## src/rtl/svg_pkg.sv

```systemverilog
// Package of the UV sphere mesh generator: shared widths, codes, the command
// that travels from the front to the back, and the CORDIC arctangent table.
// No dependencies.
package svg_pkg;

  localparam int CntW = 7;
  localparam int RadW = 16;
  localparam int IdxW = 13;
  localparam int CoordW = 17;
  localparam int CfgIdxW = 2;
  localparam int CfgDataW = 16;
  localparam int InTdataW = 8;
  localparam int OutTdataW = 96;
  localparam int CordicSteps = 24;
  localparam int CordicStepW = 5;
  localparam int CordicW = 34;
  localparam logic signed [CordicW-1:0] CordicGainInv = 34'sd652032874;
  localparam logic signed [16:0] CoordLimit = 17'sd65535;

  localparam logic [CfgIdxW-1:0] RegRadius = 2'd0;
  localparam logic [CfgIdxW-1:0] RegLon = 2'd1;
  localparam logic [CfgIdxW-1:0] RegLat = 2'd2;

  typedef enum logic [1:0] {
    CMD_POLE,
    CMD_RING,
    CMD_TRI
  } cmd_e;

  typedef struct packed {
    cmd_e            kind;
    logic            south;
    logic [CntW-1:0] ring;
    logic [CntW-1:0] col;
    logic [CntW-1:0] lat;
    logic [CntW-1:0] lon;
    logic [RadW-1:0] radius;
    logic [IdxW-1:0] corner_a;
    logic [IdxW-1:0] corner_b;
    logic [IdxW-1:0] corner_c;
    logic            last;
  } cmd_t;

  function automatic logic [31:0] atan_turn(input logic [CordicStepW-1:0] i);
    logic [31:0] v;
    unique case (i)
      5'd0: v = 32'h20000000;
      5'd1: v = 32'h12E4051E;
      5'd2: v = 32'h09FB385B;
      5'd3: v = 32'h051111D4;
      5'd4: v = 32'h028B0D43;
      5'd5: v = 32'h0145D7E1;
      5'd6: v = 32'h00A2F61E;
      5'd7: v = 32'h00517C55;
      5'd8: v = 32'h0028BE53;
      5'd9: v = 32'h00145F2F;
      5'd10: v = 32'h000A2F98;
      5'd11: v = 32'h000517CC;
      5'd12: v = 32'h00028BE6;
      5'd13: v = 32'h000145F3;
      5'd14: v = 32'h0000A2FA;
      5'd15: v = 32'h0000517D;
      5'd16: v = 32'h000028BE;
      5'd17: v = 32'h0000145F;
      5'd18: v = 32'h00000A30;
      5'd19: v = 32'h00000518;
      5'd20: v = 32'h0000028C;
      5'd21: v = 32'h00000146;
      5'd22: v = 32'h000000A3;
      5'd23: v = 32'h00000051;
      default: v = 32'h0;
    endcase
    return v;
  endfunction

endpackage

```

## src/rtl/svg_front.sv

```systemverilog
// Front of the sphere generator: configuration registers, restart handling and
// the mesh sequencer that turns each accepted transfer into at most one command.
// Depends on svg_pkg.
module svg_front import svg_pkg::*; #(
  parameter int MAX_LONGITUDE = 64,
  parameter int MAX_LATITUDE = 64
) (
  input  logic                clk_i,
  input  logic                rst_ni,
  input  logic                cfg_we_i,
  input  logic [CfgIdxW-1:0]  cfg_idx_i,
  input  logic [CfgDataW-1:0] cfg_data_i,
  input  logic                in_valid_i,
  output logic                in_ready_o,
  input  logic                restart_i,
  input  logic                q_full_i,
  output logic                push_o,
  output cmd_t                cmd_o
);

  typedef enum logic [2:0] {
    PH_NPOLE, PH_RING, PH_SPOLE, PH_NFAN, PH_QUAD, PH_SFAN, PH_DONE
  } phase_e;

  phase_e          phase_q, phase_d, ph;
  logic [RadW-1:0] cfg_rad_q, use_rad_q, rad;
  logic [CntW-1:0] cfg_lon_q, cfg_lat_q, use_lon_q, use_lat_q, lon, lat;
  logic [CntW-1:0] ring_q, ring_d, col_q, col_d, ring, col, col_n, ring_n;
  logic            half_q, half_d, half;
  logic [CntW-1:0] lon_clamp, lat_clamp;
  logic [IdxW-1:0] south, base, below, below_r, right;
  logic            accept;

  always_comb begin
    if (cfg_lon_q < 7'd2) begin
      lon_clamp = 7'd2;
    end else if (32'(cfg_lon_q) > MAX_LONGITUDE) begin
      lon_clamp = 7'(MAX_LONGITUDE);
    end else begin
      lon_clamp = cfg_lon_q;
    end
    if (cfg_lat_q < 7'd1) begin
      lat_clamp = 7'd1;
    end else if (32'(cfg_lat_q) > MAX_LATITUDE) begin
      lat_clamp = 7'(MAX_LATITUDE);
    end else begin
      lat_clamp = cfg_lat_q;
    end
  end

  assign in_ready_o = !q_full_i;
  assign accept = in_valid_i && !q_full_i;

  always_comb begin
    if (restart_i) begin
      ph = PH_NPOLE;
      ring = '0;
      col = '0;
      half = 1'b0;
      rad = cfg_rad_q;
      lon = lon_clamp;
      lat = lat_clamp;
    end else begin
      ph = phase_q;
      ring = ring_q;
      col = col_q;
      half = half_q;
      rad = use_rad_q;
      lon = use_lon_q;
      lat = use_lat_q;
    end
    col_n = col + 7'd1;
    ring_n = ring + 7'd1;
    south = 13'({6'b0, lat} * {6'b0, lon}) + 13'd1;
    base = 13'({6'b0, ring} * {6'b0, lon}) + 13'(col) + 13'd1;
    below = base + 13'(lon);
    below_r = below + 13'd1;
    right = base + 13'd1;
    if (col == lon - 7'd1) begin
      below_r = below_r - 13'(lon);
      right = right - 13'(lon);
    end

    phase_d = ph;
    ring_d = ring;
    col_d = col;
    half_d = half;
    cmd_o.kind = CMD_TRI;
    cmd_o.south = 1'b0;
    cmd_o.ring = ring;
    cmd_o.col = col;
    cmd_o.lat = lat;
    cmd_o.lon = lon;
    cmd_o.radius = rad;
    cmd_o.corner_a = '0;
    cmd_o.corner_b = '0;
    cmd_o.corner_c = '0;
    cmd_o.last = 1'b0;
    unique case (ph)
      PH_NPOLE: begin
        cmd_o.kind = CMD_POLE;
        phase_d = PH_RING;
        ring_d = '0;
        col_d = '0;
      end
      PH_RING: begin
        cmd_o.kind = CMD_RING;
        col_d = col_n;
        if (col_n >= lon) begin
          col_d = '0;
          ring_d = ring_n;
          if (ring_n >= lat) begin
            phase_d = PH_SPOLE;
          end
        end
      end
      PH_SPOLE: begin
        cmd_o.kind = CMD_POLE;
        cmd_o.south = 1'b1;
        phase_d = PH_NFAN;
        ring_d = '0;
        col_d = '0;
      end
      PH_NFAN: begin
        cmd_o.corner_b = 13'(col) + 13'd1;
        cmd_o.corner_c = (col == lon - 7'd1) ? 13'd1 : 13'(col) + 13'd2;
        col_d = col_n;
        if (col_n >= lon) begin
          col_d = '0;
          ring_d = '0;
          half_d = 1'b0;
          phase_d = (lat > 7'd1) ? PH_QUAD : PH_SFAN;
        end
      end
      PH_QUAD: begin
        cmd_o.corner_a = base;
        if (!half) begin
          cmd_o.corner_b = below;
          cmd_o.corner_c = below_r;
          half_d = 1'b1;
        end else begin
          cmd_o.corner_b = below_r;
          cmd_o.corner_c = right;
          half_d = 1'b0;
          col_d = col_n;
          if (col_n >= lon) begin
            col_d = '0;
            ring_d = ring_n;
            if (ring_n >= lat - 7'd1) begin
              phase_d = PH_SFAN;
            end
          end
        end
      end
      PH_SFAN: begin
        cmd_o.corner_a = south;
        cmd_o.corner_b = (col == 7'd0) ? south - 13'(lon) : south - 13'(col);
        cmd_o.corner_c = south - 13'(col_n);
        col_d = col_n;
        if (col_n >= lon) begin
          cmd_o.last = 1'b1;
          col_d = '0;
          phase_d = PH_DONE;
        end
      end
      default: begin
        phase_d = PH_DONE;
      end
    endcase
  end

  assign push_o = accept && (ph != PH_DONE);

  always_ff @(posedge clk_i or negedge rst_ni) begin
    if (!rst_ni) begin
      phase_q <= PH_DONE;
      ring_q <= '0;
      col_q <= '0;
      half_q <= 1'b0;
      cfg_rad_q <= 16'd256;
      cfg_lon_q <= 7'd8;
      cfg_lat_q <= 7'd4;
      use_rad_q <= '0;
      use_lon_q <= '0;
      use_lat_q <= '0;
    end else begin
      if (cfg_we_i) begin
        unique case (cfg_idx_i)
          RegRadius: cfg_rad_q <= cfg_data_i;
          RegLon: cfg_lon_q <= cfg_data_i[CntW-1:0];
          RegLat: cfg_lat_q <= cfg_data_i[CntW-1:0];
          default: ;
        endcase
      end
      if (accept) begin
        phase_q <= phase_d;
        ring_q <= ring_d;
        col_q <= col_d;
        half_q <= half_d;
        use_rad_q <= rad;
        use_lon_q <= lon;
        use_lat_q <= lat;
      end
    end
  end

endmodule

```

## config.mk

```make
export PLATFORM = sky130hd
export DESIGN_NAME = svg_front
export DESIGN_NICKNAME = d
export VERILOG_FILES = /design/src/rtl/svg_pkg.sv /design/src/rtl/svg_front.sv
export SDC_FILE = /design/constraint.sdc
export NUM_CORES = 1
export LEC_CHECK = 0
export BUFFER_PORTS_ARGS = -buffer_cell sky130_fd_sc_hd__buf_2
export CAP_MARGIN = 10
export CORE_ASPECT_RATIO = 1.5
export CORE_UTILIZATION = 35
export CTS_BUF_LIST = sky130_fd_sc_hd__clkbuf_8
export CTS_CLUSTER_DIAMETER = 30
export DETAILED_ROUTE_END_ITERATION = 8
export PLACE_DENSITY = 0.51
export RECOVER_POWER = 100
export REMOVE_ABC_BUFFERS = 1
export SYNTH_ARGS = -nofsm -noshare
export SYNTH_HDL_FRONTEND = slang
export SYNTH_SLANG_ARGS = --single-unit
```

## constraint.sdc

```tcl
create_clock -name clk_i -period 15.8 [get_ports clk_i]
set_input_delay 1.58 -clock clk_i [delete_from_list [all_inputs] [get_ports clk_i]]
set_output_delay 1.58 -clock clk_i [all_outputs]
set_load 0.03 [all_outputs]
```

== Word-level counts from Yosys, hierarchy flattened ==
Cells that the tools add are included.

* $lt $le $gt $ge: 8
* Divide/modulo/power cells: 0
* Reductions and logical operators: 11
* Muxes and demuxes: 41
* $mul: 2
* Equal/unequal tests: 9
* Bitwise gates (word level): 0
* $add $sub $neg: 17
* Shift operators: 0

{| class="wikitable"
|+ Operator list
! cell !! number
|-
| $mux W7 || 13
|-
| $pmux W26 S3 || 1
|-
| $sub A13 B7 Y13 || 5
|-
| $add A13 B1 Y13 const B || 4
|-
| $mux W13 || 3
|-
| $pmux W7 S4 || 1
|-
| $add A13 B7 Y13 || 2
|-
| $mul A7 B7 Y13 || 2
|-
| $mux W26 || 1
|-
| $pmux W13 S2 || 1
|-
| $mux W3 || 8
|-
| $ge A7 B7 Y1 || 3
|-
| $pmux W7 S3 || 1
|-
| $pmux W3 S6 || 1
|-
| $mux W16 || 1
|-
| $add A7 B1 Y7 const B || 2
|-
| $gt A7 B7 Y1 const B || 2
|-
| $sub A7 B1 Y7 const B || 2
|-
| $add A7 B1 Y8 const B || 1
|-
| $add A7 B2 Y8 const B || 1
|-
| $mux W8 || 1
|-
| $eq A7 B7 Y1 || 1
|-
| $gt A7 B1 Y1 const B || 1
|-
| $logic_not A7 Y1 || 1
|-
| other kinds (18) || 29
|}

* Bits in read-only memories: 0
* Input port bits: 24
* Memories kept: 0
* Latch bits: 0
* Output and inout bits: 89
* Register bits after elaboration: 78
* RAM bits: 0

== Logic depth before layout (Yosys ltp) ==
* Word-level depth: 13
* Gate-level depth with buffers: 34

== Least setup slack after synthesis ==
OpenSTA, ideal clock, no wires.

* Path type: input-to-output
* Start point: in restart_i
* End point: out cmd_o[13] (netlist bit)
* Required time: 14220 ps
* Cell stages on the path: 29
* Data arrival time: 8936 ps
* Setup slack: 5284 ps
* Cells stage by stage: buf_2 buf_2 buf_1 clkbuf_1 mux2i_1 clkbuf_1 nor2_1 fa_1 inv_1 fa_1 fa_1 inv_1 ha_1 a211oi_2 o21ba_2 or2_1 clkbuf_1 inv_1 ha_1 or3_1 o221ai_1 xor2_1 ha_1 inv_1 o2111ai_1 nor4_2 o2bb2a_2 xnor2_1 o221ai_1

{| class="wikitable"
|+ RTL lines
! item !! line !! RTL
|-
| start, declared || svg_front.sv:15 || <nowiki>input logic restart_i,</nowiki>
|-
| end, declared || svg_front.sv:18 || <nowiki>output cmd_t cmd_o</nowiki>
|}

==> reports/metrics.yaml <==
status:
  status: "finished, violations left"
  violations: "max-capacitance violations, max-slew violations"
timing:
  fin_ws_ns: 3.11
  rsz0062_at_grt: "false"
  max_freq_mhz: 78.8
  setup_violations: 0
  timing.setup.tns_ns: 0
  finalHoldViolCount: 0
  tightest_slew_ns: 4.26
  finalClockSkew_ns: 0.0136
  slew_headroom_pct: -184
  period_needed_ns: 12.69
  fin_crit_sh_pct: 80.3
  final_max_slew_viol_count: 122
detailed_routing:
  drc_errors: 0
  drt-total-wl_microns: 39500
  drt_first_pass_iters: 6
  drt_iter0_markers: 562
  wire_per_inst_microns: 20.5
  post_drt_via_cell_ratio: 5.51
  ant_nets: 0
  vias: 10600
clocking:
  cts_buffer_depth: 2
  cts_hold_buf: 0
  ctsHtreeMaxLevel: 3
  clock-sinks: 78
  root_buffer: "clkbuf_8"
  clk_pin_slew_ns: 0.08
  clk-insertion-delay-late_ns: 0.36
  cts_buffers: 9
  cts_tree: "built"
  cts_setup_buffers: 0
  ctsResizeCount: 0
setup_path:
  r2r_start: "cfg_lon_q[5]"
  startpoint_type: "input port"
  slowest_stage: "a211oi_1"
  r2r_setup_slack_ns: 10.26
  required_ns: 14.22
  cp_common_cell: "fa_1"
  path_cells: "clkbuf_1, buf_4, nand3b_1, nand2_1, clkbuf_1, inv_1, nor2_1, fa_1, fa_1, fa_1, inv_1, fa_1, inv_1, ha_1, or3_1, a211o_1, a211oi_1, nor2_1, nand2_1, mux2i_1, o2111ai_1, xnor2_1, o221ai_1, clkbuf_1"
  worstSetupPathType: "input port to output pin"
  r2r_cells: 19
  critical_path_arrival_ns: 11.11
  endpoint_kind: "output pin"
  critPathBufInv: 7
  crit-reg2reg-capture: "ring_q[0]"
  cp_slowest_stage_delay_ns: 1.24
  path_max_fanout: 43
  cp_top_family: "buffers and inverters"
die:
  dieArea_sq_um: 34200
  rows: 81
  core_sq_um: 32700
  io_pins: 113
  start_util_pct: 35.8
  die_x_microns: 151
  die_y_microns: 226
logic_synthesis:
  synth.distinct_cells: 85
  yosysTopAreaCell: "dfrtp_1"
  syn_area_sq_um: 11700
  synthTopCellsByArea: "dfrtp_1 16%, ha_1 14%, fa_1 10%"
  synth_edf_count: 0
  syn_avg_cell_area_sq_um: 8.23
  synth-seq-cells: 78
  synth-seq-area-share_pct: 16.7
  synth_ff_type: "dfrtp_1"
  netlist.area_leader.share_pct: 15.6
  synthCells: 1422
  yosysWarnings: 0
  synthArstFlopShare_pct: 100
min_path:
  holdPathEnd: "use_lat_q[0]"
  holdPathStages: 2
  worstHoldStart: "use_lat_q[0]"
  hp-class: "flip-flop to flip-flop"
global_routing:
  grt_pass1_wl_microns: 62300
  antenna_found_initial: 0
  grt_max_degree: 79
  first_global_vias: 10700
  grt.total_usage_pct: 24.0
  grt-ovfl-total: 0
final_layout:
  layout_common_cells: "141 x inv_1, 132 x nor2_1, 130 x nand2_1"
  antennaDiodeCount: 0
  area_growth_pct: 9.44
  drive_gt1_share_pct: 11.5
  fin_area_sq_um: 12800
  final_common_cell: "inv_1"
  final_nets: 1722
power_and_ir_drop:
  p_leak_uw: 0.00580
  irDropWorstVdd_mv: 0.0809
  p_per_area_nw_per_um2: 117
placed_design:
  dpl-instance-area_sq_um: 12800
  port_buffers: 112
  gp_congestion: 0.933
  pre_cts_ws_ns: 4.24
  dp_hpwl_microns: 31800
flow_run:
  cap_violations: 3
==> worst max-delay path by stage <==
stage	slack (ns)	from	cells after the start	to
after floorplan	5.81	restart_i	27	cmd_o[13]
after global placement	4.42	restart_i	31	cmd_o[11]
after detailed placement	4.24	restart_i	31	cmd_o[11]
after CTS	4.23	restart_i	31	cmd_o[11]
after global routing	2.35	restart_i	32	cmd_o[13]
final	3.11	restart_i	24	cmd_o[13]
==> layer usage <==
metal  vias to the layer above  track usage, %  wire (microns)
met3                        78            2.55            1620
met5                         -               0               0
met4                         0            11.1            1830
li1                       5166               -               -
met2                       294            42.7           20000
met1                      5110            28.4           16100
==> synthesized netlist by cell type (all sizes together), types with 19 or more instances <==
cell    count
ha        127
nor3       36
xnor2      73
nand3      20
fa         59
o21ai      73
xor2       27
a21oi      55
nor2b      29
dfrtp      73
nor2      133
clkbuf     48
mux2i      19
mux2       72
inv       143
nand2     130
nand2b     21
==> through the flow <==
step                power (uW)  cells  utilization [%]  hold slack, ns
floorplan                 1050   1363                -           0.449
global placement          1340   1916             39.0           0.466
detailed placement        1350   1916             39.0           0.466
CTS                       1510   1932             39.6           0.486
global route              1630   1932             39.1           0.514
finish                    1490   1932             39.1           0.482
==> cell families after synthesis <==
kind of cell,count (synthesis),synth area share [%]
buffers and inverters,207,6.70
adders and majority gates,186,23.7
xor gates and xnor gates,100,7.48
DFF,78,16.7
AOI/OAI and AO/OA,312,18.4
muxes,91,8.58
and+or+nand+nor,448,18.4
==> power by group <==
| part | switching (uW) | total (uW) | internal (uW) | leakage [uW] |
|---|---|---|---|---|
| clock | 83.6 | 159 | 75.2 | 0.000101 |
| combinational | 643 | 1050 | 404 | 0.00474 |
| sequential | 45.7 | 289 | 243 | 0.000962 |
==> registers in the layout (all words and copies together) (netlist names), 3 cells and up <==
| register | count |
|---|---|
| col_q | 7 |
| phase_q | 3 |
| use_rad_q | 16 |
| cfg_lat_q | 7 |
| use_lon_q | 7 |
| ring_q | 7 |
| cfg_lon_q | 7 |
| cfg_rad_q | 16 |
| use_lat_q | 7 |
==> final cells by class <==
type | instances | area, sq um
Clock buffer | 9 | 124
Clock inverter | 7 | 81.3
Fill cell | 3484 | 19900
Inverter | 148 | 556
Multi-Input combinational cell | 1137 | 8950
Sequential cell | 78 | 1960
Tap cell | 415 | 519
Timing Repair Buffer | 138 | 619
==> worst register-to-register path, cell delays in order, from the launching register on <==
cell and delay, ns:
dfrtp_1 0.44, nor4_1 0.60, nor2b_1 0.21, nor3b_1 0.07
mux2i_1 0.15, clkbuf_1 0.71, inv_1 0.50, ha_1 0.45
nand2b_1 0.10, a21o_1 0.11, a21o_1 0.11, a21o_1 0.11
a21oi_1 0.07, o21ai_0 0.17, clkbuf_1 0.55, inv_1 0.44
ha_1 0.40, nor2_1 0.04, a21oi_1 0.14, o21ai_0 0.09
No activity file was read; power rests on OpenSTA's default activity.
