`config.mk`:
```
export PLATFORM = sky130hd
export DESIGN_NAME = svg_queue
export DESIGN_NICKNAME = d
export VERILOG_FILES = /design/src/rtl/svg_pkg.sv /design/src/rtl/svg_queue.sv
export SDC_FILE = /design/constraint.sdc
export NUM_CORES = 1
export LEC_CHECK = 0
export ABC_AREA = 1
export BUFFER_PORTS_ARGS = -buffer_cell sky130_fd_sc_hd__buf_2
export CAP_MARGIN = 20
export CORE_UTILIZATION = 40
export CTS_BUF_LIST = sky130_fd_sc_hd__clkbuf_2 sky130_fd_sc_hd__clkbuf_4 sky130_fd_sc_hd__clkbuf_8
export CTS_CLUSTER_SIZE = 16
export DETAILED_ROUTE_END_ITERATION = 8
export PLACE_DENSITY = 0.6
export SETUP_SLACK_MARGIN = 0.02
export SKIP_CTS_REPAIR_TIMING = 1
export SLEW_MARGIN = 20
export SYNTH_ARGS = -nofsm -noshare
export SYNTH_HDL_FRONTEND = slang
export SYNTH_SLANG_ARGS = --single-unit
```
`constraint.sdc`:
```
create_clock -name clk_i -period 12 [get_ports clk_i]
set_input_delay 1.8 -clock clk_i [delete_from_list [all_inputs] [get_ports clk_i]]
set_output_delay 1.8 -clock clk_i [all_outputs]
set_load 0.03 [all_outputs]
```
`src/rtl/svg_pkg.sv`:
```
// Package of the UV sphere mesh generator: shared widths, codes, the command
// that travels from the front to the back, and the CORDIC arctangent table.
// No dependencies.
package svg_pkg;

  localparam int CntW = 7;
  localparam int RadW = 16;
  localparam int IdxW = 13;
  localparam int CoordW = 17;
  localparam int CfgIdxW = 2;
  localparam int CfgDataW = 16;
  localparam int InTdataW = 8;
  localparam int OutTdataW = 96;
  localparam int CordicSteps = 24;
  localparam int CordicStepW = 5;
  localparam int CordicW = 34;
  localparam logic signed [CordicW-1:0] CordicGainInv = 34'sd652032874;
  localparam logic signed [16:0] CoordLimit = 17'sd65535;

  localparam logic [CfgIdxW-1:0] RegRadius = 2'd0;
  localparam logic [CfgIdxW-1:0] RegLon = 2'd1;
  localparam logic [CfgIdxW-1:0] RegLat = 2'd2;

  typedef enum logic [1:0] {
    CMD_POLE,
    CMD_RING,
    CMD_TRI
  } cmd_e;

  typedef struct packed {
    cmd_e            kind;
    logic            south;
    logic [CntW-1:0] ring;
    logic [CntW-1:0] col;
    logic [CntW-1:0] lat;
    logic [CntW-1:0] lon;
    logic [RadW-1:0] radius;
    logic [IdxW-1:0] corner_a;
    logic [IdxW-1:0] corner_b;
    logic [IdxW-1:0] corner_c;
    logic            last;
  } cmd_t;

  function automatic logic [31:0] atan_turn(input logic [CordicStepW-1:0] i);
    logic [31:0] v;
    unique case (i)
      5'd0: v = 32'h20000000;
      5'd1: v = 32'h12E4051E;
      5'd2: v = 32'h09FB385B;
      5'd3: v = 32'h051111D4;
      5'd4: v = 32'h028B0D43;
      5'd5: v = 32'h0145D7E1;
      5'd6: v = 32'h00A2F61E;
      5'd7: v = 32'h00517C55;
      5'd8: v = 32'h0028BE53;
      5'd9: v = 32'h00145F2F;
      5'd10: v = 32'h000A2F98;
      5'd11: v = 32'h000517CC;
      5'd12: v = 32'h00028BE6;
      5'd13: v = 32'h000145F3;
      5'd14: v = 32'h0000A2FA;
      5'd15: v = 32'h0000517D;
      5'd16: v = 32'h000028BE;
      5'd17: v = 32'h0000145F;
      5'd18: v = 32'h00000A30;
      5'd19: v = 32'h00000518;
      5'd20: v = 32'h0000028C;
      5'd21: v = 32'h00000146;
      5'd22: v = 32'h000000A3;
      5'd23: v = 32'h00000051;
      default: v = 32'h0;
    endcase
    return v;
  endfunction

endpackage

```
`src/rtl/svg_queue.sv`:
```
// Two-entry command queue between the front and the back of the generator.
// Depends on svg_pkg.
module svg_queue import svg_pkg::*; (
  input  logic clk_i,
  input  logic rst_ni,
  input  logic push_i,
  input  cmd_t cmd_i,
  output logic full_o,
  input  logic pop_i,
  output logic valid_o,
  output cmd_t cmd_o
);

  cmd_t       mem_q [2];
  logic       wr_q, rd_q;
  logic [1:0] cnt_q;

  assign full_o = cnt_q == 2'd2;
  assign valid_o = cnt_q != 2'd0;
  assign cmd_o = mem_q[rd_q];

  always_ff @(posedge clk_i) begin
    if (push_i) begin
      mem_q[wr_q] <= cmd_i;
    end
  end

  always_ff @(posedge clk_i or negedge rst_ni) begin
    if (!rst_ni) begin
      wr_q <= 1'b0;
      rd_q <= 1'b0;
      cnt_q <= '0;
    end else begin
      if (push_i) begin
        wr_q <= !wr_q;
      end
      if (pop_i) begin
        rd_q <= !rd_q;
      end
      cnt_q <= cnt_q + 2'(push_i) - 2'(pop_i);
    end
  end

endmodule

```
# Word-level counts from Yosys, hierarchy flattened

Memory sizes are Yosys's and may differ from the RTL's.
Cells that the tools add are included.

$add $sub $neg: 2
$mul: 0
Divide/modulo/power cells: 0
$lt $le $gt $ge: 0
Equal/unequal tests: 1
Shift operators: 0
Mux-type cells: 2
Bitwise operators: 0
Reductions and logical operators: 3

Operators with widths:

| operator             | count |
|---|---|
| $add A2 B1 Y2        | 1 |
| $eq A2 B2 Y1 const B | 1 |
| $logic_not A1 Y1     | 2 |
| $mux W1              | 2 |
| $reduce_bool A2 Y1   | 1 |
| $sub A2 B1 Y2        | 1 |

Register bits: 4
Latch bits: 0
Bits in writable memories: 174
Bits in read-only memories: 0
Input bits: 91
Output and inout port bits: 89
Logic and storage cells: 12
Memories kept: 1

Memories:

| name  | depth | bits a word | rd ports | clocked after memory_dff | wr ports | line            | RTL |
|---|---|---|---|---|---|---|---|
| mem_q | 2     | 87          | 1        | 0                        | 1        | svg_queue.sv:14 | `cmd_t mem_q [2];` |

# Longest topological paths before layout

Gate-level depths: netlist (run 1).

Depth in word-level cells: 2
Gate-level depth with buffers: 7

# Worst setup path after synthesis (run 1)

No wires, ideal clock.

Path type: input to register
From: input port push_i
To: memory mem_q[0][0] in the netlist's numbering, enable pin
Setup time: 535 ps
Arrival: 5484 ps
Required time: 11465 ps
Slack: 5981 ps
Stages: 2
Path buffers: 0
Path through: inv_1 nor2_1

Word-level cells in the longest chain between the ends: 2

Ends and longest elaborated chain:

| element                       | line            | RTL |
|---|---|---|
| start: declaration            | svg_queue.sv:6  | `input logic push_i,` |
| $mux W1                       | svg_queue.sv:23 | `if (push_i) begin` |
| $mux W1 (not written as such) | svg_queue.sv:24 | `mem_q[wr_q] <= cmd_i;` |
| end: declaration              | svg_queue.sv:14 |  |

No other way between the ends.

==> run summary, run 1 <==
run status -> complete, no violations
layout cells sized above 1 -> 0.318
IO Pins -> 180
Site Rows -> 46
gpl congestion -> 0.715
Worst EP arrival -> 2.64 ns
Reg2Reg Depth -> 2
Synth Warn # -> 0
reg2reg start -> rd_q$_DFFE_PN0P_
htree depth -> 4
WP buf/inv -> 2
critical path endpoint category -> output pin
Post-synth EDFFs -> 174
Worst-Margin Slew -> 0.858 ns
peak fanout along the critical path -> 95
number of global-route vias before repair -> 3,778
clock root cell -> clkbuf_8
Port Buffer Count -> 179
share of the synthesized area in the top cell type -> 0.787
Top delay family on crit path -> flip-flops
DR iter-0 viols -> 188
vias per cell -> 4.47
static leakage -> 3.45 nW
Clk Latency, worst-skew pair -> 0.46 ns
via count -> 3,988
top-count cell post-synth -> edfxtp_1
total global routing track utilization -> 0.145
clock transition at the registers of the reported paths -> 0.09 ns
largest net degree at the start of global routing -> 96
sequential area share after synthesis -> 0.802
Synth area leader -> edfxtp_1
R2R Path End -> rd_q$_DFFE_PN0P_
Max Root-Sink Buffers -> 2
Fmax achieved -> 225 MHz
crit start category -> register
WHS Endpoint -> wr_q$_DFFE_PN0P_
setup TNS -> 0 ns
Post-Syn Area -> 6640 µm²
Final Hold Viols -> 0
maxcap violations -> 0
Power Dens Cells -> 248 nW/µm²
Post-synth top cells -> edfxtp_1 (174), inv_1 (94), nand2_1 (94)
Top FF cell, synth -> edfxtp_1
Mapped Cells -> 479
DR pass1 iterations -> 4
area grow syn2layout -> 21.7%
Hold Slack -> 0.554 ns
die area -> 17,100 µm²
RSZ-0062 raised after global routing -> no
initial antenna violation count -> 2
drt total wl -> 12.1 mm
Yosys reg bits -> 178
Sequential cell area -> 5330 µm²
Yosys cell types -> 13
Die W -> 131 µm
crit path cell chain -> buf_4 -> nand2_1 -> o21ai_1 -> buf_2
Avg Cell Area, Syn -> 13.9 µm²
area of the multi-input gates -> 851 µm²
WHS Path Cells -> 1
Sink Count -> 178
antenna-violating nets left -> 0
Peak VDD IR -> 0.000126 V
GRT overflow -> 0
WL/cell -> 13.6 µm
Hold Path Class -> register to register
final setup vio count -> 0
relative max-transition margin -> 0.428
number of fill cells -> 1,402
Tmin final -> 4.44 ns
final net count -> 754
post-synthesis async set-or-reset flop share -> 0.0225
top post-synthesis cells by area -> edfxtp_1 (79%), o21ai_0 (6.2%), inv_1 (5.3%)
CP max stage cell -> dfrtp_4
number of buffers created by CTS -> 17
fin crit share -> 0.370
required time worst endpoint -> 10.20 ns
Final Max Slew Viols -> 0
drt drc -> 0
Net Count, Synth -> 572
Initial Utilization -> 0.414
core area -> 16,100 µm²
hold_sp -> wr_q$_DFFE_PN0P_
global-route wire length before repair -> 17.9 mm
Die Y -> 131 µm
TritonCTS clock tree -> yes
CP max stage delay -> 0.96 ns
Detailed Place HPWL -> 7.81 mm
clock skew -> 0.00635 ns
FF-to-FF setup slack -> 10.07 ns
critical path class -> register to output pin
metal layers:
layer / part of all wire / global-route usage
met5: 0 / 0
met3: 0.092 / 0.0611
met4: 0.017 / 0.0730
met2: 0.49 / 0.246
met1: 0.40 / 0.154
cell families (layout without fill, tap and decap cells):
kind of cell | after synthesis | count (layout) | synth area share
and+or+nand+nor | 97 | 97 | 0.0550
adders and majority gates | 2 | 2 | 0.00377
xor gates and xnor gates | 2 | 2 | 0.00264
buffers and inverters | 113 | 308 | 0.0712
AOI/OAI and AO/OA | 87 | 87 | 0.0656
other | 0 | 2 | 0
DFF | 178 | 178 | 0.802
cells in the final DEF (no fill, tap or decap):
cell        count
inv_6           5
o21ai_0        82
edfxtp_1      174
ha_1            2
clkinv_1        3
nand3_1         1
nor2_1          1
inv_1          93
bufinv_16       1
nand2_1        94
o21ai_1         5
dfrtp_1         3
dfrtp_4         1
buf_4           3
buf_2         179
xor2_1          2
clkbuf_8       17
nor2_4          1
diode_2         2
clkinv_2        4
clkbuf_4        1
clkinvlp_4      2
worst reg2reg max path, delay by kind of cell, from the launching register on:
family | cells | cell delay [ns]
XOR/XNOR | 1 | 0.15
flip-flops | 1 | 0.96
buffers and inverters | 1 | 0.68
final cells by class:
class                   instances  area share
flip-flops and latches        178       0.659
repair buffers                182       0.114
multi-input cells             188       0.105
inverters                      94      0.0443
well taps                     216      0.0334
clock buffers                  18      0.0299
clock inverters                14      0.0138
diodes                          2    0.000619
sequential cells by signal (all words and copies together) (netlist names):
| signal | count |
|---|---|
| cnt_q | 2 |
| mem_q | 174 |
| rd_q | 1 |
| wr_q | 1 |
where the power goes:
part	leakage (nW)	total, mW	switching, mW	internal [mW]
logic	1.59	0.736	0.557	0.179
registers	1.68	0.892	0.0672	0.825
clock network	0.180	0.375	0.210	0.165
total	3.45	2.00	0.834	1.17
per-stage QoR:
stage	instance area, µm²	instances	worst slack, ns	power (mW)	util
finish	8080	892	7.56	2.00	0.503
global route	8080	890	7.24	2.12	0.503
CTS	8080	890	7.48	2.03	0.503
detailed placement	7730	858	8.01	1.65	0.481
global placement	7720	858	8.01	1.64	0.481
floorplan	6640	479	5.98	1.44	-
how the worst max path moves through the flow:
stage	from	to	slack, ns	cells after the start
2_1_floorplan	push_i	mem_q[0][0]$_DFFE_PP_	5.98	2
4_1_cts	rd_q$_DFFE_PN0P_	cmd_o[0]	7.48	3
3_5_place_dp	rd_q$_DFFE_PN0P_	cmd_o[0]	8.01	3
6_report	rd_q$_DFFE_PN0P_	cmd_o[31]	7.56	4
3_3_place_gp	rd_q$_DFFE_PN0P_	cmd_o[0]	8.01	3
5_1_grt	rd_q$_DFFE_PN0P_	cmd_o[31]	7.24	4
Power figures use the tool's default switching activity.
==> run 2: changes to the inputs <==
==> constraint.sdc (replaced) <==
create_clock -name clk_i -period 4.1 [get_ports clk_i]
set_input_delay 0.615 -clock clk_i [delete_from_list [all_inputs] [get_ports clk_i]]
set_output_delay 0.615 -clock clk_i [all_outputs]
set_load 0.03 [all_outputs]
==> run summary, run 2 (synthesis results as in run 1) <==
area grow syn2layout -> 22.2%
largest net degree at the start of global routing -> 94 (-2.1%)
drt drc -> 0 (unchanged)
crit start category -> register
Final Instance Area -> 8110 µm² (+0.37%)
Initial Utilization -> 0.414 (unchanged)
vias per cell -> 4.41 (-1.5%)
critical path class -> register to output pin
Die Y -> 131 µm (unchanged)
run status -> complete, no violations
drt total wl -> 12.2 mm (+0.62%)
leading cell type in the layout, fill and taps excluded -> buf_2
Sink Count -> 178 (unchanged)
crit path cell chain -> buf_12 -> nand2_1 -> o21ai_0 -> buf_2
maxcap violations -> 0 (unchanged)
Final Hold Viols -> 0 (unchanged)
Power Dens Cells -> 722 nW/µm² (+190%)
CP max stage cell -> dfrtp_4
critical path endpoint category -> output pin
clock root cell -> clkbuf_8
fin crit share -> 0.695
Clk Latency, worst-skew pair -> 0.45 ns (about the same)
Site Rows -> 46 (unchanged)
number of buffers created by CTS -> 17 (unchanged)
clock skew -> 0.0101 ns (+0.00379 ns)
total global routing track utilization -> 0.145 (+0.000730)
number of global-route vias before repair -> 3,863 (+2.2%)
Max Root-Sink Buffers -> 2 (unchanged)
antenna-violating nets left -> 0 (unchanged)
gpl congestion -> 0.669 (-6.5%)
Die W -> 131 µm (unchanged)
hold_sp -> cmd_i[28]
Worst EP arrival -> 2.24 ns (-0.40 ns)
crit path from -> rd_q$_DFFE_PN0P_
leading cell types in the layout, fill and taps excluded -> buf_2 (179), edfxtp_1 (174), nand2_1 (94), inv_1 (93), o21ai_0 (82)
htree depth -> 4 (unchanged)
WL/cell -> 13.7 µm (+0.51%)
core area -> 16,100 µm² (unchanged)
setup ws final -> 1.25 ns (-6.31 ns)
Detailed Place HPWL -> 8.03 mm (+2.8%)
static leakage -> 3.46 nW (+0.38%)
setup TNS -> 0 ns (unchanged)
Top delay family on crit path -> flip-flops
WP buf/inv -> 2 (unchanged)
Hold Path Class -> primary input to register
Tmin final -> 2.85 ns
Final Max Slew Viols -> 0 (unchanged)
final net count -> 756 (+0.27%)
TritonCTS clock tree -> yes
required time worst endpoint -> 3.48 ns (-6.72 ns)
RSZ-0062 raised after global routing -> no
registers with the most flip-flops -> mem_q (174), cnt_q (2)
Reg with most FFs -> mem_q
Port Buffer Count -> 179 (unchanged)
clock transition at the registers of the reported paths -> 0.09 ns (about the same)
DR pass1 iterations -> 4 (unchanged)
via count -> 3,934 (-1.4%)
Largest register FFs -> 174 (unchanged)
peak fanout along the critical path -> 93 (-2.1%)
Fmax achieved -> 351 MHz
final setup vio count -> 0 (unchanged)
layout cells sized above 1 -> 0.318 (unchanged)
initial antenna violation count -> 2 (unchanged)
DR iter-0 viols -> 278 (+48%)
DP Worst Slack -> 1.73 ns (-6.28 ns)
reg2reg start -> wr_q$_DFFE_PN0P_
global-route wire length before repair -> 18.2 mm (+1.6%)
Worst-Margin Slew -> 0.735 ns (-0.123 ns)
CP max stage delay -> 0.90 ns (-0.06 ns)
die area -> 17,100 µm² (unchanged)
area post-placement -> 7750 µm² (+0.37%)
Peak VDD IR -> 0.000325 V (+160%)
relative max-transition margin -> 0.510 (+0.0819)
IO Pins -> 180 (unchanged)
GRT overflow -> 0 (unchanged)
number of fill cells -> 1,425 (+1.6%)
==> run 2: cell types whose count changed in the layout (fill, tap and decap cells not counted), sizes merged <==
| cell | before | now |
|---|---|---|
| inv | 98 | 93 |
| clkbuf | 18 | 23 |
| dlygate4sd3 | 0 | 1 |
| buf | 182 | 183 |
| diode | 2 | 3 |
| clkinv | 7 | 5 |
==> run 2: path summary, 6_finish.rpt <==
path / end / slack [ns] / cells past startpoint
max in group asynchronous: rd_q$_DFFE_PN0P_ / 3.46 / 2
max: cmd_o[18] / 1.25 / 4
min in group asynchronous: cnt_q[0]$_DFF_PN0_ / 0.50 / 2
max reg2reg: mem_q[1][7]$_DFFE_PP_ / 2.25 / 3
min: mem_q[1][28]$_DFFE_PP_ / 0.35 / 1
min reg2reg: wr_q$_DFFE_PN0P_ / 0.55 / 1
==> run 2: layer usage <==
layer | GRT usage | share of wire | vias up | routed length [µm]
met5 | 0 | 0.00098 | - | 12
met3 | 0.0729 | 0.10 | 17 | 1250
met1 | 0.159 | 0.41 | 1811 | 4960
met2 | 0.239 | 0.48 | 129 | 5820
li1 | - | - | 1975 | -
met4 | 0.0629 | 0.014 | 2 | 172
==> run 2: metrics by stage <==
stage               total power [mW]  cells   util  hold slack (ns)
floorplan                       4.21    479      -            0.319
global placement                4.83    859  0.483            0.425
detailed placement              4.88    859  0.483            0.426
CTS                             5.94    889  0.504          -0.0691
global route                    6.21    890  0.505            0.303
finish                          5.86    893  0.505            0.351
==> run 2: cell type report <==
type / count / area, µm² / area share
tap: 216 / 270 / 0.0333
clock inverter: 7 / 62.6 / 0.00771
timing repair buffer: 184 / 961 / 0.118
inverter: 94 / 354 / 0.0436
sequential: 178 / 5330 / 0.657
clock buffer: 23 / 279 / 0.0344
antenna: 3 / 7.51 / 0.000925
multi-input combinational: 188 / 851 / 0.105
==> run 2: power breakdown <==
group,leakage (nW),switching (mW),internal [mW]
combinational,1.61,1.64,0.548
sequential,1.68,0.184,2.41
clock,0.175,0.563,0.507
==> run 3: changes to the inputs <==
--- a/config.mk
+++ b/config.mk
@@ -12,7 +12,7 @@
 export CTS_BUF_LIST = sky130_fd_sc_hd__clkbuf_2 sky130_fd_sc_hd__clkbuf_4 sky130_fd_sc_hd__clkbuf_8
 export CTS_CLUSTER_SIZE = 16
 export DETAILED_ROUTE_END_ITERATION = 8
-export PLACE_DENSITY = 0.6
+export PLACE_DENSITY = 0.62
 export SETUP_SLACK_MARGIN = 0.02
 export SKIP_CTS_REPAIR_TIMING = 1
 export SLEW_MARGIN = 20
==> constraint.sdc (replaced) <==
create_clock -name clk_i -period 2.38 [get_ports clk_i]
set_input_delay 0.357 -clock clk_i [delete_from_list [all_inputs] [get_ports clk_i]]
set_output_delay 0.357 -clock clk_i [all_outputs]
set_load 0.03 [all_outputs]
==> run summary, run 3 (synthesis results as in run 1) <==
run status -> complete, no violations
Max Root-Sink Buffers -> 2 (unchanged)
# placed instances -> 860 (+0.12%)
Final Instance Count excl. Fillers -> 893 (unchanged)
vias per cell -> 4.42 (+0.23%)
RSZ-0062 raised after global routing -> no
maxcap violations -> 0 (unchanged)
DR iter-0 viols -> 171 (-38%)
IO Pins -> 180 (unchanged)
number of buffers created by CTS -> 17 (unchanged)
GRT overflow -> 0 (unchanged)
global-route wire length before repair -> 18.0 mm (-1.2%)
number of fill cells -> 1,395 (-2.1%)
Sink Count -> 178 (unchanged)
Clk Latency, worst-skew pair -> 0.45 ns (about the same)
static leakage -> 3.48 nW (+0.51%)
Tmin final -> 2.18 ns
Site Rows -> 46 (unchanged)
reg2reg start -> wr_q$_DFFE_PN0P_
initial antenna violation count -> 0 (-2)
critical path class -> register to output pin
final net count -> 757 (+0.13%)
leading cell type in the layout, fill and taps excluded -> buf_2
largest net degree at the start of global routing -> 88 (-6.4%)
htree depth -> 4 (unchanged)
critical path endpoint category -> output pin
met3 Use GR -> 0.0651 (-0.00774)
via count -> 3,943 (+0.23%)
GRT met2 Usage -> 0.236 (-0.00311)
Die Y -> 131 µm (unchanged)
core area -> 16,100 µm² (unchanged)
Power Dens Cells -> 1260 nW/µm² (+74%)
area grow syn2layout -> 23.2%
die area -> 17,100 µm² (unchanged)
gpl congestion -> 0.723 (+8.1%)
Initial Utilization -> 0.414 (unchanged)
number of global-route vias before repair -> 3,831 (-0.83%)
Final Max Slew Viols -> 0 (unchanged)
Worst EP arrival -> 1.83 ns (-0.41 ns)
fin crit share -> 0.917
layout cells sized above 1 -> 0.319 (+0.00155)
met1 usage -> 0.161 (+0.00148)
clock root cell -> clkbuf_8
drt total wl -> 12.1 mm (-1.3%)
Final Hold Viols -> 0 (unchanged)
Largest register FFs -> 174 (unchanged)
WL/cell -> 13.5 µm (-1.3%)
Reg with most FFs -> mem_q
n_diodes -> 0 (-3)
hold_sp -> cmd_i[16]
Detailed Place HPWL -> 7.91 mm (-1.6%)
DR pass1 iterations -> 4 (unchanged)
drt drc -> 0 (unchanged)
clock transition at the registers of the reported paths -> 0.09 ns (about the same)
clock skew -> 0.00687 ns (-0.00328 ns)
Port Buffer Count -> 179 (unchanged)
Hold Slack -> 0.0875 ns (-0.263 ns)
final core utilization -> 0.509 (+0.00413)
Fmax achieved -> 458 MHz
setup TNS -> 0 ns (unchanged)
TritonCTS clock tree -> yes
crit start category -> register
antenna-violating nets left -> 0 (unchanged)
Top Usage Layer GRT -> met2
relative max-transition margin -> 0.623 (+0.113)
Peak VDD IR -> 0.000713 V (+120%)
final setup vio count -> 0 (unchanged)
Hold Path Class -> primary input to register
registers with the most flip-flops -> mem_q (174), cnt_q (2)
required time worst endpoint -> 2.02 ns (-1.46 ns)
peak fanout along the critical path -> 78 (-16%)
total global routing track utilization -> 0.143 (-0.00236)
Worst-Margin Slew -> 0.565 ns (-0.170 ns)
leading cell types in the layout, fill and taps excluded -> buf_2 (179), edfxtp_1 (174), nand2_1 (94), inv_1 (93), o21ai_0 (81)
crit path from -> rd_q$_DFFE_PN0P_
Die W -> 131 µm (unchanged)
-- run 3: cell type report --
cell class	instances	area, µm²	share of cell area
Sequential cell	178	5330	0.651
Timing Repair Buffer	185	993	0.121
Multi-Input combinational cell	188	851	0.104
Inverter	94	357	0.0436
Tap cell	216	270	0.0330
Clock buffer	18	241	0.0295
Clock inverter	14	139	0.0170
-- run 3: metal layers --
layer  wire [µm]  up-vias
li1            -     1977
met4         163        0
met2        5800      130
met1        4990     1824
met3        1100       12
met5           0        -
-- run 3: report_power, final --
group | internal, mW | switching, mW
sequential | 4.16 | 0.193
clock | 0.938 | 1.04
combinational | 0.988 | 2.98
-- run 3: critical path, stage by stage, from the launching register on --
cell and delay (ns):
dfrtp_4 0.59, buf_12 0.23, o21ai_0 0.26, buf_2 0.25
-- run 3: final timing paths --
path                       slack [ns]                     end  cells past startpoint
setup / recovery                 0.20               cmd_o[53]                      3
hold / removal                   0.09  mem_q[1][16]$_DFFE_PP_                      1
setup reg to reg                 0.91  mem_q[1][69]$_DFFE_PP_                      3
hold reg to reg                  0.55        wr_q$_DFFE_PN0P_                      1
max in group asynchronous        2.00        rd_q$_DFFE_PN0P_                      2
min in group asynchronous        0.25      cnt_q[0]$_DFF_PN0_                      2
-- run 3: metrics by stage --
stage,power [mW],instance area (µm²),worst slack (ns)
3_3_place_gp,8.38,7790,0.641
5_1_grt,10.9,8180,0.0550
4_1_cts,10.4,8170,0.104
2_1_floorplan,7.25,6650,0.203
6_report,10.3,8180,0.197
3_5_place_dp,8.45,7790,0.614
